## src/rgbpfc_pkg.sv

```systemverilog
`timescale 1ns / 1ps

package rgbpfc_pkg;

  // Default geometry
  localparam int unsigned CHANNEL_BITS = 8;
  localparam int unsigned PIXEL_BITS   = 32;

  // Fixed field widths
  localparam int unsigned PIXEL_W   = 32;
  localparam int unsigned SHIFT_W   = 5;
  localparam int unsigned SHIFTS_W  = 3 * SHIFT_W;
  localparam int unsigned SIZE_W    = 2;
  localparam int unsigned CFG_IDX_W = 3;
  localparam int unsigned NUM_CH    = 3;

  localparam logic [SHIFTS_W-1:0] SHIFTS_RESET = 15'd16640;

  // Pixel size codes
  localparam logic [SIZE_W-1:0] SIZE_1B = 2'd0;
  localparam logic [SIZE_W-1:0] SIZE_2B = 2'd1;
  localparam logic [SIZE_W-1:0] SIZE_4B = 2'd2;

  // Register map
  localparam logic [CFG_IDX_W-1:0] CFG_SRC_MAXES  = 3'd0;
  localparam logic [CFG_IDX_W-1:0] CFG_SRC_SHIFTS = 3'd1;
  localparam logic [CFG_IDX_W-1:0] CFG_DST_MAXES  = 3'd2;
  localparam logic [CFG_IDX_W-1:0] CFG_DST_SHIFTS = 3'd3;
  localparam logic [CFG_IDX_W-1:0] CFG_SRC_SIZE   = 3'd4;
  localparam logic [CFG_IDX_W-1:0] CFG_DST_SIZE   = 3'd5;

  // Shift and size settings used by the extract and pack stages
  typedef struct packed {
    logic [SHIFTS_W-1:0] src_shifts;
    logic [SHIFTS_W-1:0] dst_shifts;
    logic [SIZE_W-1:0]   src_size;
    logic [SIZE_W-1:0]   dst_size;
  } cfg_ctl_t;

  // Mask of the bits a pixel of the given size code occupies
  function automatic logic [PIXEL_W-1:0] size_mask(input logic [SIZE_W-1:0] code,
                                                   input int unsigned pixel_bits);
    logic [PIXEL_W-1:0] mask;
    case (code)
      SIZE_1B: mask = {{(PIXEL_W-8){1'b0}}, {8{1'b1}}};
      SIZE_2B: mask = {{(PIXEL_W-16){1'b0}}, {16{1'b1}}};
      default: mask = {PIXEL_W{1'b1}} >> (PIXEL_W - pixel_bits);
    endcase
    return mask;
  endfunction

  // Five-bit shift of one channel: 0 blue, 1 green, 2 red
  function automatic logic [SHIFT_W-1:0] shift_field(input logic [SHIFTS_W-1:0] shifts,
                                                     input int unsigned ch);
    return shifts[ch*SHIFT_W +: SHIFT_W];
  endfunction

endpackage

```

## src/rgbpfc_cfg_regs.sv

```systemverilog
`timescale 1ns / 1ps

module rgbpfc_cfg_regs #(
  parameter int unsigned ChannelBits = rgbpfc_pkg::CHANNEL_BITS,
  parameter int unsigned CfgDataW    = 3 * ChannelBits
) (
  input  logic                                 clk_i,
  input  logic                                 rst_ni,
  input  logic                                 cfg_valid_i,
  output logic                                 cfg_ready_o,
  input  logic [rgbpfc_pkg::CFG_IDX_W-1:0]     cfg_index_i,
  input  logic [CfgDataW-1:0]                  cfg_data_i,
  output logic [3*ChannelBits-1:0]             src_maxes_o,
  output logic [3*ChannelBits-1:0]             dst_maxes_o,
  output rgbpfc_pkg::cfg_ctl_t                 ctl_o
);

  localparam int unsigned MaxesW = 3 * ChannelBits;

  logic [MaxesW-1:0]    src_maxes_q;
  logic [MaxesW-1:0]    dst_maxes_q;
  rgbpfc_pkg::cfg_ctl_t ctl_q;

  // Writes are always taken
  assign cfg_ready_o = 1'b1;

  // Register file; unknown indexes are dropped
  always_ff @(posedge clk_i or negedge rst_ni) begin
    if (!rst_ni) begin
      src_maxes_q      <= {MaxesW{1'b1}};
      dst_maxes_q      <= {MaxesW{1'b1}};
      ctl_q.src_shifts <= rgbpfc_pkg::SHIFTS_RESET;
      ctl_q.dst_shifts <= rgbpfc_pkg::SHIFTS_RESET;
      ctl_q.src_size   <= rgbpfc_pkg::SIZE_4B;
      ctl_q.dst_size   <= rgbpfc_pkg::SIZE_4B;
    end else if (cfg_valid_i && cfg_ready_o) begin
      unique case (cfg_index_i)
        rgbpfc_pkg::CFG_SRC_MAXES:  src_maxes_q      <= cfg_data_i[MaxesW-1:0];
        rgbpfc_pkg::CFG_SRC_SHIFTS: ctl_q.src_shifts <= cfg_data_i[rgbpfc_pkg::SHIFTS_W-1:0];
        rgbpfc_pkg::CFG_DST_MAXES:  dst_maxes_q      <= cfg_data_i[MaxesW-1:0];
        rgbpfc_pkg::CFG_DST_SHIFTS: ctl_q.dst_shifts <= cfg_data_i[rgbpfc_pkg::SHIFTS_W-1:0];
        rgbpfc_pkg::CFG_SRC_SIZE:   ctl_q.src_size   <= cfg_data_i[rgbpfc_pkg::SIZE_W-1:0];
        rgbpfc_pkg::CFG_DST_SIZE:   ctl_q.dst_size   <= cfg_data_i[rgbpfc_pkg::SIZE_W-1:0];
        default: begin
        end
      endcase
    end
  end

  assign src_maxes_o = src_maxes_q;
  assign dst_maxes_o = dst_maxes_q;
  assign ctl_o       = ctl_q;

endmodule

```

## src/rgbpfc_front.sv

```systemverilog
`timescale 1ns / 1ps

module rgbpfc_front #(
  parameter int unsigned ChannelBits = rgbpfc_pkg::CHANNEL_BITS,
  parameter int unsigned PixelBits   = rgbpfc_pkg::PIXEL_BITS
) (
  input  logic                                  clk_i,
  input  logic                                  rst_ni,
  input  logic                                  valid_i,
  output logic                                  ready_o,
  input  logic [rgbpfc_pkg::PIXEL_W-1:0]        pixel_i,
  input  rgbpfc_pkg::cfg_ctl_t                  ctl_i,
  input  logic [3*ChannelBits-1:0]              src_maxes_i,
  input  logic [3*ChannelBits-1:0]              dst_maxes_i,
  output logic                                  valid_o,
  input  logic                                  ready_i,
  output logic [2:0][2*ChannelBits-1:0]         dividend_o
);

  localparam int unsigned DivW = 2 * ChannelBits;

  logic [rgbpfc_pkg::PIXEL_W-1:0] pix_masked;
  logic [rgbpfc_pkg::PIXEL_W-1:0] pix_shifted [3];
  logic                           round_en;
  logic [2:0][ChannelBits-1:0]    smax;
  logic [2:0][ChannelBits-1:0]    dmax;
  logic [2:0][ChannelBits-1:0]    value;
  logic [2:0][DivW-1:0]           bias;
  logic [2:0][DivW-1:0]           dividend_d;
  logic [2:0][DivW-1:0]           dividend_q;
  logic                           valid_q;

  // Extract each channel, scale by the target max, add the rounding bias
  always_comb begin
    pix_masked = pixel_i & rgbpfc_pkg::size_mask(ctl_i.src_size, PixelBits);
    round_en   = (ctl_i.src_size >= rgbpfc_pkg::SIZE_4B);
    for (int unsigned ch = 0; ch < rgbpfc_pkg::NUM_CH; ch++) begin
      smax[ch]        = src_maxes_i[ch*ChannelBits +: ChannelBits];
      dmax[ch]        = dst_maxes_i[ch*ChannelBits +: ChannelBits];
      pix_shifted[ch] = pix_masked >> rgbpfc_pkg::shift_field(ctl_i.src_shifts, ch);
      value[ch]       = pix_shifted[ch][ChannelBits-1:0] & smax[ch];
      bias[ch]        = round_en ? DivW'(smax[ch] >> 1) : '0;
      // value <= smax, so the sum stays below smax * 2^ChannelBits
      dividend_d[ch]  = (DivW'(value[ch]) * DivW'(dmax[ch])) + bias[ch];
    end
  end

  assign ready_o = !valid_q || ready_i;

  always_ff @(posedge clk_i or negedge rst_ni) begin
    if (!rst_ni) begin
      valid_q <= 1'b0;
    end else if (ready_o) begin
      valid_q <= valid_i;
    end
  end

  always_ff @(posedge clk_i) begin
    if (ready_o && valid_i) begin
      dividend_q <= dividend_d;
    end
  end

  assign valid_o    = valid_q;
  assign dividend_o = dividend_q;

endmodule

```

## src/rgbpfc_div_step.sv

```systemverilog
`timescale 1ns / 1ps

module rgbpfc_div_step #(
  parameter int unsigned ChannelBits = rgbpfc_pkg::CHANNEL_BITS,
  parameter int unsigned Step        = 0
) (
  input  logic                          clk_i,
  input  logic                          rst_ni,
  input  logic                          valid_i,
  output logic                          ready_o,
  input  logic [2:0][2*ChannelBits-1:0] rem_i,
  input  logic [2:0][ChannelBits-1:0]   quo_i,
  input  logic [3*ChannelBits-1:0]      src_maxes_i,
  output logic                          valid_o,
  input  logic                          ready_i,
  output logic [2:0][2*ChannelBits-1:0] rem_o,
  output logic [2:0][ChannelBits-1:0]   quo_o
);

  localparam int unsigned DivW = 2 * ChannelBits;

  logic [2:0][DivW-1:0]        trial;
  logic [2:0][DivW-1:0]        rem_d;
  logic [2:0][ChannelBits-1:0] quo_d;
  logic [2:0][DivW-1:0]        rem_q;
  logic [2:0][ChannelBits-1:0] quo_q;
  logic                        valid_q;

  // One restoring step: quotient bit Step of every channel
  always_comb begin
    for (int unsigned ch = 0; ch < rgbpfc_pkg::NUM_CH; ch++) begin
      trial[ch] = DivW'(src_maxes_i[ch*ChannelBits +: ChannelBits]) << Step;
      if (rem_i[ch] >= trial[ch]) begin
        rem_d[ch] = rem_i[ch] - trial[ch];
        quo_d[ch] = quo_i[ch] | (ChannelBits'(1) << Step);
      end else begin
        rem_d[ch] = rem_i[ch];
        quo_d[ch] = quo_i[ch];
      end
    end
  end

  assign ready_o = !valid_q || ready_i;

  always_ff @(posedge clk_i or negedge rst_ni) begin
    if (!rst_ni) begin
      valid_q <= 1'b0;
    end else if (ready_o) begin
      valid_q <= valid_i;
    end
  end

  always_ff @(posedge clk_i) begin
    if (ready_o && valid_i) begin
      rem_q <= rem_d;
      quo_q <= quo_d;
    end
  end

  assign valid_o = valid_q;
  assign rem_o   = rem_q;
  assign quo_o   = quo_q;

endmodule

```

## src/rgbpfc_pack.sv

```systemverilog
`timescale 1ns / 1ps

module rgbpfc_pack #(
  parameter int unsigned ChannelBits = rgbpfc_pkg::CHANNEL_BITS,
  parameter int unsigned PixelBits   = rgbpfc_pkg::PIXEL_BITS
) (
  input  logic                           clk_i,
  input  logic                           rst_ni,
  input  logic                           valid_i,
  output logic                           ready_o,
  input  logic [2:0][ChannelBits-1:0]    quo_i,
  input  rgbpfc_pkg::cfg_ctl_t           ctl_i,
  input  logic [3*ChannelBits-1:0]       src_maxes_i,
  output logic                           valid_o,
  input  logic                           ready_i,
  output logic [rgbpfc_pkg::PIXEL_W-1:0] pixel_o
);

  logic [ChannelBits-1:0]         chan [3];
  logic [rgbpfc_pkg::PIXEL_W-1:0] pixel_d;
  logic [rgbpfc_pkg::PIXEL_W-1:0] pixel_q;
  logic                           valid_q;

  // Place each channel, merge, trim to the target width
  always_comb begin
    pixel_d = '0;
    for (int unsigned ch = 0; ch < rgbpfc_pkg::NUM_CH; ch++) begin
      // zero source max: channel contributes nothing
      chan[ch] = (src_maxes_i[ch*ChannelBits +: ChannelBits] == '0) ? '0 : quo_i[ch];
      pixel_d  = pixel_d | (rgbpfc_pkg::PIXEL_W'(chan[ch])
                            << rgbpfc_pkg::shift_field(ctl_i.dst_shifts, ch));
    end
    pixel_d = pixel_d & rgbpfc_pkg::size_mask(ctl_i.dst_size, PixelBits);
  end

  assign ready_o = !valid_q || ready_i;

  always_ff @(posedge clk_i or negedge rst_ni) begin
    if (!rst_ni) begin
      valid_q <= 1'b0;
    end else if (ready_o) begin
      valid_q <= valid_i;
    end
  end

  always_ff @(posedge clk_i) begin
    if (ready_o && valid_i) begin
      pixel_q <= pixel_d;
    end
  end

  assign valid_o = valid_q;
  assign pixel_o = pixel_q;

endmodule

```

## src/rgb_pixel_format_converter.sv

```systemverilog
`timescale 1ns / 1ps

// RGB pixel format converter. Takes one packed pixel per clock while the
// input is not stalled and returns it re-packed in the target format: each
// channel is pulled out at its source shift and max, rescaled to
// value*dst_max/src_max (rounded for 4-byte sources, truncated otherwise),
// moved to its target shift, and the merged word is trimmed to the target
// size. A zero source max yields zero for that channel. The pipe has one
// stage for extract and multiply, one restoring divide stage per quotient
// bit and one stage for packing. Each stage holds its beat under stall and
// bubbles close up, so the input keeps flowing until every stage is full.
// Write the registers only while no pixel is in flight.
module rgb_pixel_format_converter #(
  parameter int unsigned ChannelBits = rgbpfc_pkg::CHANNEL_BITS,
  parameter int unsigned PixelBits   = rgbpfc_pkg::PIXEL_BITS,
  parameter int unsigned CfgDataW    = (3 * ChannelBits > rgbpfc_pkg::SHIFTS_W) ?
                                       3 * ChannelBits : rgbpfc_pkg::SHIFTS_W
) (
  input  logic                              clk_i,
  input  logic                              rst_ni,
  // source pixels
  input  logic                              src_valid_i,
  output logic                              src_stall_o,
  input  logic [rgbpfc_pkg::PIXEL_W-1:0]    source_pixel_i,
  // converted pixels
  output logic                              dst_valid_o,
  input  logic                              dst_stall_i,
  output logic [rgbpfc_pkg::PIXEL_W-1:0]    target_pixel_o,
  // register writes
  input  logic                              cfg_valid_i,
  output logic                              cfg_ready_o,
  input  logic [rgbpfc_pkg::CFG_IDX_W-1:0]  cfg_index_i,
  input  logic [CfgDataW-1:0]               cfg_data_i
);

  localparam int unsigned DivW = 2 * ChannelBits;

  logic [3*ChannelBits-1:0]                    src_maxes;
  logic [3*ChannelBits-1:0]                    dst_maxes;
  rgbpfc_pkg::cfg_ctl_t                        ctl;
  logic                                        front_ready;
  logic [ChannelBits:0]                        dv_valid;
  logic [ChannelBits:0]                        dv_ready;
  logic [ChannelBits:0][2:0][DivW-1:0]         dv_rem;
  logic [ChannelBits:0][2:0][ChannelBits-1:0]  dv_quo;

  rgbpfc_cfg_regs #(
    .ChannelBits (ChannelBits),
    .CfgDataW    (CfgDataW)
  ) u_cfg_regs (
    .clk_i       (clk_i),
    .rst_ni      (rst_ni),
    .cfg_valid_i (cfg_valid_i),
    .cfg_ready_o (cfg_ready_o),
    .cfg_index_i (cfg_index_i),
    .cfg_data_i  (cfg_data_i),
    .src_maxes_o (src_maxes),
    .dst_maxes_o (dst_maxes),
    .ctl_o       (ctl)
  );

  assign src_stall_o = !front_ready;

  // Extract, multiply, bias
  rgbpfc_front #(
    .ChannelBits (ChannelBits),
    .PixelBits   (PixelBits)
  ) u_front (
    .clk_i       (clk_i),
    .rst_ni      (rst_ni),
    .valid_i     (src_valid_i),
    .ready_o     (front_ready),
    .pixel_i     (source_pixel_i),
    .ctl_i       (ctl),
    .src_maxes_i (src_maxes),
    .dst_maxes_i (dst_maxes),
    .valid_o     (dv_valid[0]),
    .ready_i     (dv_ready[0]),
    .dividend_o  (dv_rem[0])
  );

  assign dv_quo[0] = '0;

  // Restoring divider, most significant quotient bit first
  for (genvar k = 0; k < ChannelBits; k++) begin : g_div
    rgbpfc_div_step #(
      .ChannelBits (ChannelBits),
      .Step        (ChannelBits - 1 - k)
    ) u_div_step (
      .clk_i       (clk_i),
      .rst_ni      (rst_ni),
      .valid_i     (dv_valid[k]),
      .ready_o     (dv_ready[k]),
      .rem_i       (dv_rem[k]),
      .quo_i       (dv_quo[k]),
      .src_maxes_i (src_maxes),
      .valid_o     (dv_valid[k+1]),
      .ready_i     (dv_ready[k+1]),
      .rem_o       (dv_rem[k+1]),
      .quo_o       (dv_quo[k+1])
    );
  end

  // Place channels and drive the output register
  rgbpfc_pack #(
    .ChannelBits (ChannelBits),
    .PixelBits   (PixelBits)
  ) u_pack (
    .clk_i       (clk_i),
    .rst_ni      (rst_ni),
    .valid_i     (dv_valid[ChannelBits]),
    .ready_o     (dv_ready[ChannelBits]),
    .quo_i       (dv_quo[ChannelBits]),
    .ctl_i       (ctl),
    .src_maxes_i (src_maxes),
    .valid_o     (dst_valid_o),
    .ready_i     (!dst_stall_i),
    .pixel_o     (target_pixel_o)
  );

endmodule

```

## config.mk

```make
export PLATFORM = sky130hd
export DESIGN_NAME = rgb_pixel_format_converter
export DESIGN_NICKNAME = d
export VERILOG_FILES = /design/src/rgbpfc_pkg.sv /design/src/rgbpfc_cfg_regs.sv /design/src/rgbpfc_front.sv /design/src/rgbpfc_div_step.sv /design/src/rgbpfc_pack.sv /design/src/rgb_pixel_format_converter.sv
export SDC_FILE = /design/constraint.sdc
export NUM_CORES = 2
export LEC_CHECK = 0
export BUFFER_PORTS_ARGS = -buffer_cell sky130_fd_sc_hd__buf_2
export CAP_MARGIN = 25
export CELL_PAD_IN_SITES_DETAIL_PLACEMENT = 1
export CELL_PAD_IN_SITES_GLOBAL_PLACEMENT = 1
export CORE_ASPECT_RATIO = 1.1
export CORE_MARGIN = 3
export CORE_UTILIZATION = 57
export CTS_CLUSTER_SIZE = 28
export DETAILED_ROUTE_END_ITERATION = 6
export PLACE_DENSITY = 0.95
export REMOVE_ABC_BUFFERS = 1
export SYNTH_ARGS = -nofsm -noshare
export SYNTH_HDL_FRONTEND = slang
export SYNTH_HIERARCHICAL = 1
export SYNTH_SLANG_ARGS = --single-unit
```

## constraint.sdc

```tcl
create_clock -name clk_i -period 10.55 [get_ports clk_i]
set_input_delay 2.11 -clock clk_i [delete_from_list [all_inputs] [get_ports clk_i]]
set_output_delay 2.11 -clock clk_i [all_outputs]
set_load 0.01 [all_outputs]
```

## Word level (Yosys, flattened, before mapping)

Cells that the tools add are included.

| storage, ports and cells | value |
|---|---|
| flip-flop bits (word level) | 700 |
| output and inout bits | 35 |

| operators by class | value |
|---|---|
| add/subtract/negate cells | 24 |
| multiply operators | 3 |
| order comparisons | 25 |
| equal/unequal tests | 7 |
| shift-type cells | 6 |
| muxes and demuxes | 32 |
| bitwise gates (word level) | 7 |
| reduce and logical (&&, ||, !) cells | 44 |

Operators by type and width:

| operator | count |
|---|---|
| 16-bit 2-to-1 mux | 21 |
| 32-bit case mux with 2 select lines | 2 |
| 8-bit by 5-bit << shifter with 32-bit output | 3 |
| 32-bit by 5-bit >> shifter with 8-bit output | 3 |
| 32-bit AND | 2 |
| 32-bit OR | 2 |
| 16-bit adder | 3 |
| 16-bit by 10-bit greater-or-equal comparator with 1-bit output | 3 |
| 16-bit by 11-bit greater-or-equal comparator with 1-bit output | 3 |
| 16-bit by 12-bit greater-or-equal comparator with 1-bit output | 3 |
| 16-bit by 13-bit greater-or-equal comparator with 1-bit output | 3 |
| 16-bit by 14-bit greater-or-equal comparator with 1-bit output | 3 |
| 16-bit by 15-bit greater-or-equal comparator with 1-bit output | 3 |
| 16-bit by 8-bit greater-or-equal comparator with 1-bit output | 3 |
| 16-bit by 9-bit greater-or-equal comparator with 1-bit output | 3 |
| 8-bit by 8-bit multiplier with 16-bit output | 3 |
| 8-bit 2-to-1 mux | 6 |
| 16-bit by 10-bit subtractor with 16-bit output | 3 |
| 16-bit by 11-bit subtractor with 16-bit output | 3 |
| 16-bit by 12-bit subtractor with 16-bit output | 3 |
| 16-bit by 13-bit subtractor with 16-bit output | 3 |
| 16-bit by 14-bit subtractor with 16-bit output | 3 |
| 16-bit by 15-bit subtractor with 16-bit output | 3 |
| 16-bit by 9-bit subtractor with 16-bit output | 3 |
| other kinds (14) | 58 |

## Depth between registers and ports, before layout

| depth | value |
|---|---|
| depth in word-level cells | 12 |
| depth in mapped cells | 23 |

## By module

The synthesis kept the hierarchy.

Modules (own cells, without submodules):

| module | instances | cells each | area an instance (um^2) | seq. area each (um^2) |
|---|---|---|---|---|
| rgbpfc_front | 1 | 1638 | 14136.1 | 1466.4 |
| rgbpfc_div_step at g_div[5].u_div_step | 1 | 368 | 4279.1 | 2187.1 |
| rgbpfc_div_step at g_div[6].u_div_step | 1 | 366 | 4130.2 | 2187.1 |
| rgbpfc_div_step at g_div[4].u_div_step | 1 | 315 | 4108.9 | 2187.1 |
| rgbpfc_div_step at g_div[7].u_div_step | 1 | 355 | 4078.9 | 2187.1 |
| rgbpfc_div_step at g_div[3].u_div_step | 1 | 352 | 3993.8 | 2187.1 |
| rgbpfc_div_step at g_div[1].u_div_step | 1 | 305 | 3918.8 | 2187.1 |
| rgbpfc_div_step at g_div[2].u_div_step | 1 | 316 | 3905.0 | 2187.1 |
| rgbpfc_div_step at g_div[0].u_div_step | 1 | 294 | 3873.7 | 2187.1 |
| rgbpfc_pack | 1 | 393 | 3475.8 | 985.9 |
| rgbpfc_cfg_regs | 1 | 180 | 3205.6 | 2119.5 |
| rgb_pixel_format_converter | 1 | 3 | 11.3 | 0.0 |

## Worst setup path before layout

Ideal clock, no wire load.

| timing path | value |
|---|---|
| path type | input to register |
| from | input port source_pixel_i[7] (netlist bit) |
| to | register u_front.dividend_q, in the netlist u_front/dividend_o[15] (data pin) |
| setup time | 0.264 ns |
| arrival time | 7.208 ns |
| slack | 3.078 ns |
| stages | 18 |
| path through | clkbuf_1 -> mux4_2 -> and2_1 -> a2111oi_0 -> a211oi_2 -> and2_1 -> fa_1 -> fa_1 -> fa_1 -> inv_1 -> fa_1 -> inv_1 -> ha_1 -> and3_1 -> a221o_1 -> o41a_1 -> a221oi_1 -> xnor2_1 |

RTL lines:

| element | RTL line | source |
|---|---|---|
| start, declared | rgb_pixel_format_converter.sv:24 | `input logic [rgbpfc_pkg::PIXEL_W-1:0] source_pixel_i,` |
| end signal, assigned | rgbpfc_front.sv:60 | `dividend_q <= dividend_d;` |
| end, declared | rgbpfc_front.sv:30 | `logic [2:0][DivW-1:0] dividend_q;` |

==> impl_metrics.toml <==
[run_status]
status = "complete, but fails checks"
violated_checks = "DRC"

[setup_path]
critical-path-max-stage-delay_ns = 0.56
worstPathRequired_ns = 10.97
worst-endpoint-arrival_ns = 8.81
timing_worst_setup_path_type = "primary input to flip-flop"
worst_r2r_startpoint = "u_cfg_regs/ctl_o[3]"
worstSetupEndpoint = "u_front/dividend_o[15]"
worstSetupStartpoint = "source_pixel_i[13]"
slowest_stage = "fa_1"
crit-reg2reg-capture = "u_front/dividend_o[15]"
worst_setup_path_end_kind = "flip-flop"
critical-path-top-cell-by-count = "fa_1"
crit_path_cells = "buf_2, mux2i_1, o22ai_1, mux4_2, or2_1, and4_1, fa_1, inv_1, fa_1, fa_1, fa_1, inv_1, ha_1, and3_1, a221o_1, o41a_1, a221oi_1, xnor2_1"
critical_path_cell_count = 18
r2r_slack_ns = 2.28
crit_family = "adder cells"
setup.worst_path.start_class = "primary input"
ff2ff_path_depth = 19
critPathBufInv = 3
crit_path_max_fanout = 9

[clocking]
post_cts_hold_buffer_count = 0
clock_path_buffers = 3
clockRootBuffer = "clkbuf_16"
cts_buffers = 77
cts_post_setup_buffers_inserted = 0
post_cts.resized_instances = 0
worst_skew_pair.late_latency_ns = 0.70
cts_tree = "built"
cts_num_sinks = 700
path_clk_slew_ns = 0.07
ctsHtreeMaxLevel = 3

[global_route]
grt_first_pass_wirelength_mm = 291
first_global_vias = 46693
grt_antenna_before_repair = 45
grt_max_degree = 73
grt_use_total_pct = 41.0
remaining_global_route_overflow = 0

[logic_synthesis]
netlist_instances = 4664
synthesis.yosys.warnings = 6
avgSynthCellArea_sq_um = 10.8
mappedNetlistArea_sq_um = 50600

[sta]
hold_viol_final = 0
fin_tns_setup_ns = 0
timing.final.max_slew_violations = 0
layout_min_cycle_time_ns = 8.39
setup_ws_ns = 2.16
worst-slew-pin-transition_ns = 1.27
count_of_endpoints_failing_setup_in_the_final_report = 0
maxClockFrequency_ghz = 0.119
rsz0062_at_grt = "false"
max-slew-margin-rel_pct = 14.7
final.setup_skew_ns = 0.0652
period_utilization_pct = 79.5

[hold_path]
hold_path.class = "flip-flop to flip-flop"

[route]
detailroute.via_count = 46083
detailedRoute.firstPassIterationCount = 7
drc_errors = 54
post_drt_via_cell_ratio = 7.73
ant_nets = 0
first_iter_violations = 7517
totalWireLength_mm = 216
wl_per_cell_microns = 36.2

[floorplanning]
core-area_sq_um = 87200
fp.dieArea_sq_um = 92400
placementRows = 113
chipWidth_microns = 290
die_height_microns = 318
initial_utilization_pct = 58.0
ios = 99

[final_layout]
layout_commonest_cell = "edfxtp_1"
final_layout_size_suffix_gt1_share_pct = 14.3
finalCoreUtilization_pct = 62.8
nFillCells = 8961
synthToLayoutAreaGrowth_pct = 8.26
nets = 5222
final_cell_count_no_fill = 5961
layout.cells.most_common_list = "edfxtp_1 (608), inv_1 (471), nand2_1 (307)"

[placed_design]
dp_worst_setup_slack_ns = 2.22
placement.io_buffers = 97
routability_congestion = 0.990
cell_count_after_placement = 5768
detailedPlacementHpwl_mm = 120

[pwr]
powerDensity_nw_per_um2 = 347
peakVddDrop_v = 0.000200
leakagePower_nw = 22.0

[run]
cap_violations = 0
[sequential cells by signal (all words and copies together) (netlist names)]
| signal | count |
|---|---|
| g_div.u_div_step/rem_o | 336 |
| u_cfg_regs/dst_maxes_o | 24 |
| u_front/dividend_o | 48 |
| u_pack/valid_o | 1 |
| g_div.u_div_step/valid_o | 8 |
| u_pack/pixel_o | 32 |
| g_div.u_div_step/quo_o | 192 |
| u_cfg_regs/src_maxes_o | 24 |
| u_cfg_regs/ctl_o | 34 |
| u_front/valid_o | 1 |
[power by group]
part | total [mW] | internal [mW] | switching (mW)
Combinational | 10.2 | 3.72 | 6.51
Sequential | 5.72 | 4.53 | 1.19
Clock | 3.07 | 1.68 | 1.40
[per-layer routing]
| metal | routed length (microns) | global-route usage, % | up-vias |
|---|---|---|---|
| met1 | 66800 | 45.7 | 21989 |
| met2 | 94300 | 66.1 | 4833 |
| met5 | 212 | 0.415 | - |
| met3 | 30000 | 12.3 | 1863 |
| li1 | - | - | 17376 |
| met4 | 24200 | 31.0 | 22 |
[stage by stage]
| stage | hold slack (ns) | cell area [sq um] | total power, mW |
|---|---|---|---|
| final | 0.414 | 54800 | 19.0 |
| after global routing | 0.410 | 54700 | 19.6 |
| after CTS | 0.417 | 54600 | 17.8 |
| after detailed placement | 0.405 | 51900 | 14.2 |
| after global placement | 0.400 | 51900 | 13.1 |
| after floorplan | 0.400 | 49700 | 11.3 |
[cell type report]
cell class	count	area, sq um	share of cell area (%)
Inverter	479	1800	3.28
Sequential cell	700	20600	37.7
Timing Repair Buffer	129	812	1.48
Clock buffer	99	2140	3.91
Multi-Input combinational cell	3315	27300	49.9
Antenna cell	46	115	0.210
Clock inverter	43	513	0.936
Tap cell	1150	1440	2.63
[how the worst min path moves through the flow]
stage                     slack, ns                            end                     startpoint  cells after the start
after floorplan                0.40   g_div[1].u_div_step/quo_o[0]   g_div[0].u_div_step/quo_o[0]                      0
after global placement         0.40   g_div[2].u_div_step/quo_o[3]   g_div[1].u_div_step/quo_o[3]                      0
after detailed placement       0.41  g_div[7].u_div_step/quo_o[11]  g_div[6].u_div_step/quo_o[11]                      0
after CTS                      0.42  g_div[2].u_div_step/quo_o[20]  g_div[1].u_div_step/quo_o[20]                      0
after global routing           0.41  g_div[1].u_div_step/quo_o[13]  g_div[0].u_div_step/quo_o[13]                      0
final                          0.41  g_div[1].u_div_step/quo_o[13]  g_div[0].u_div_step/quo_o[13]                      0
(Power assumes the default switching activity.)
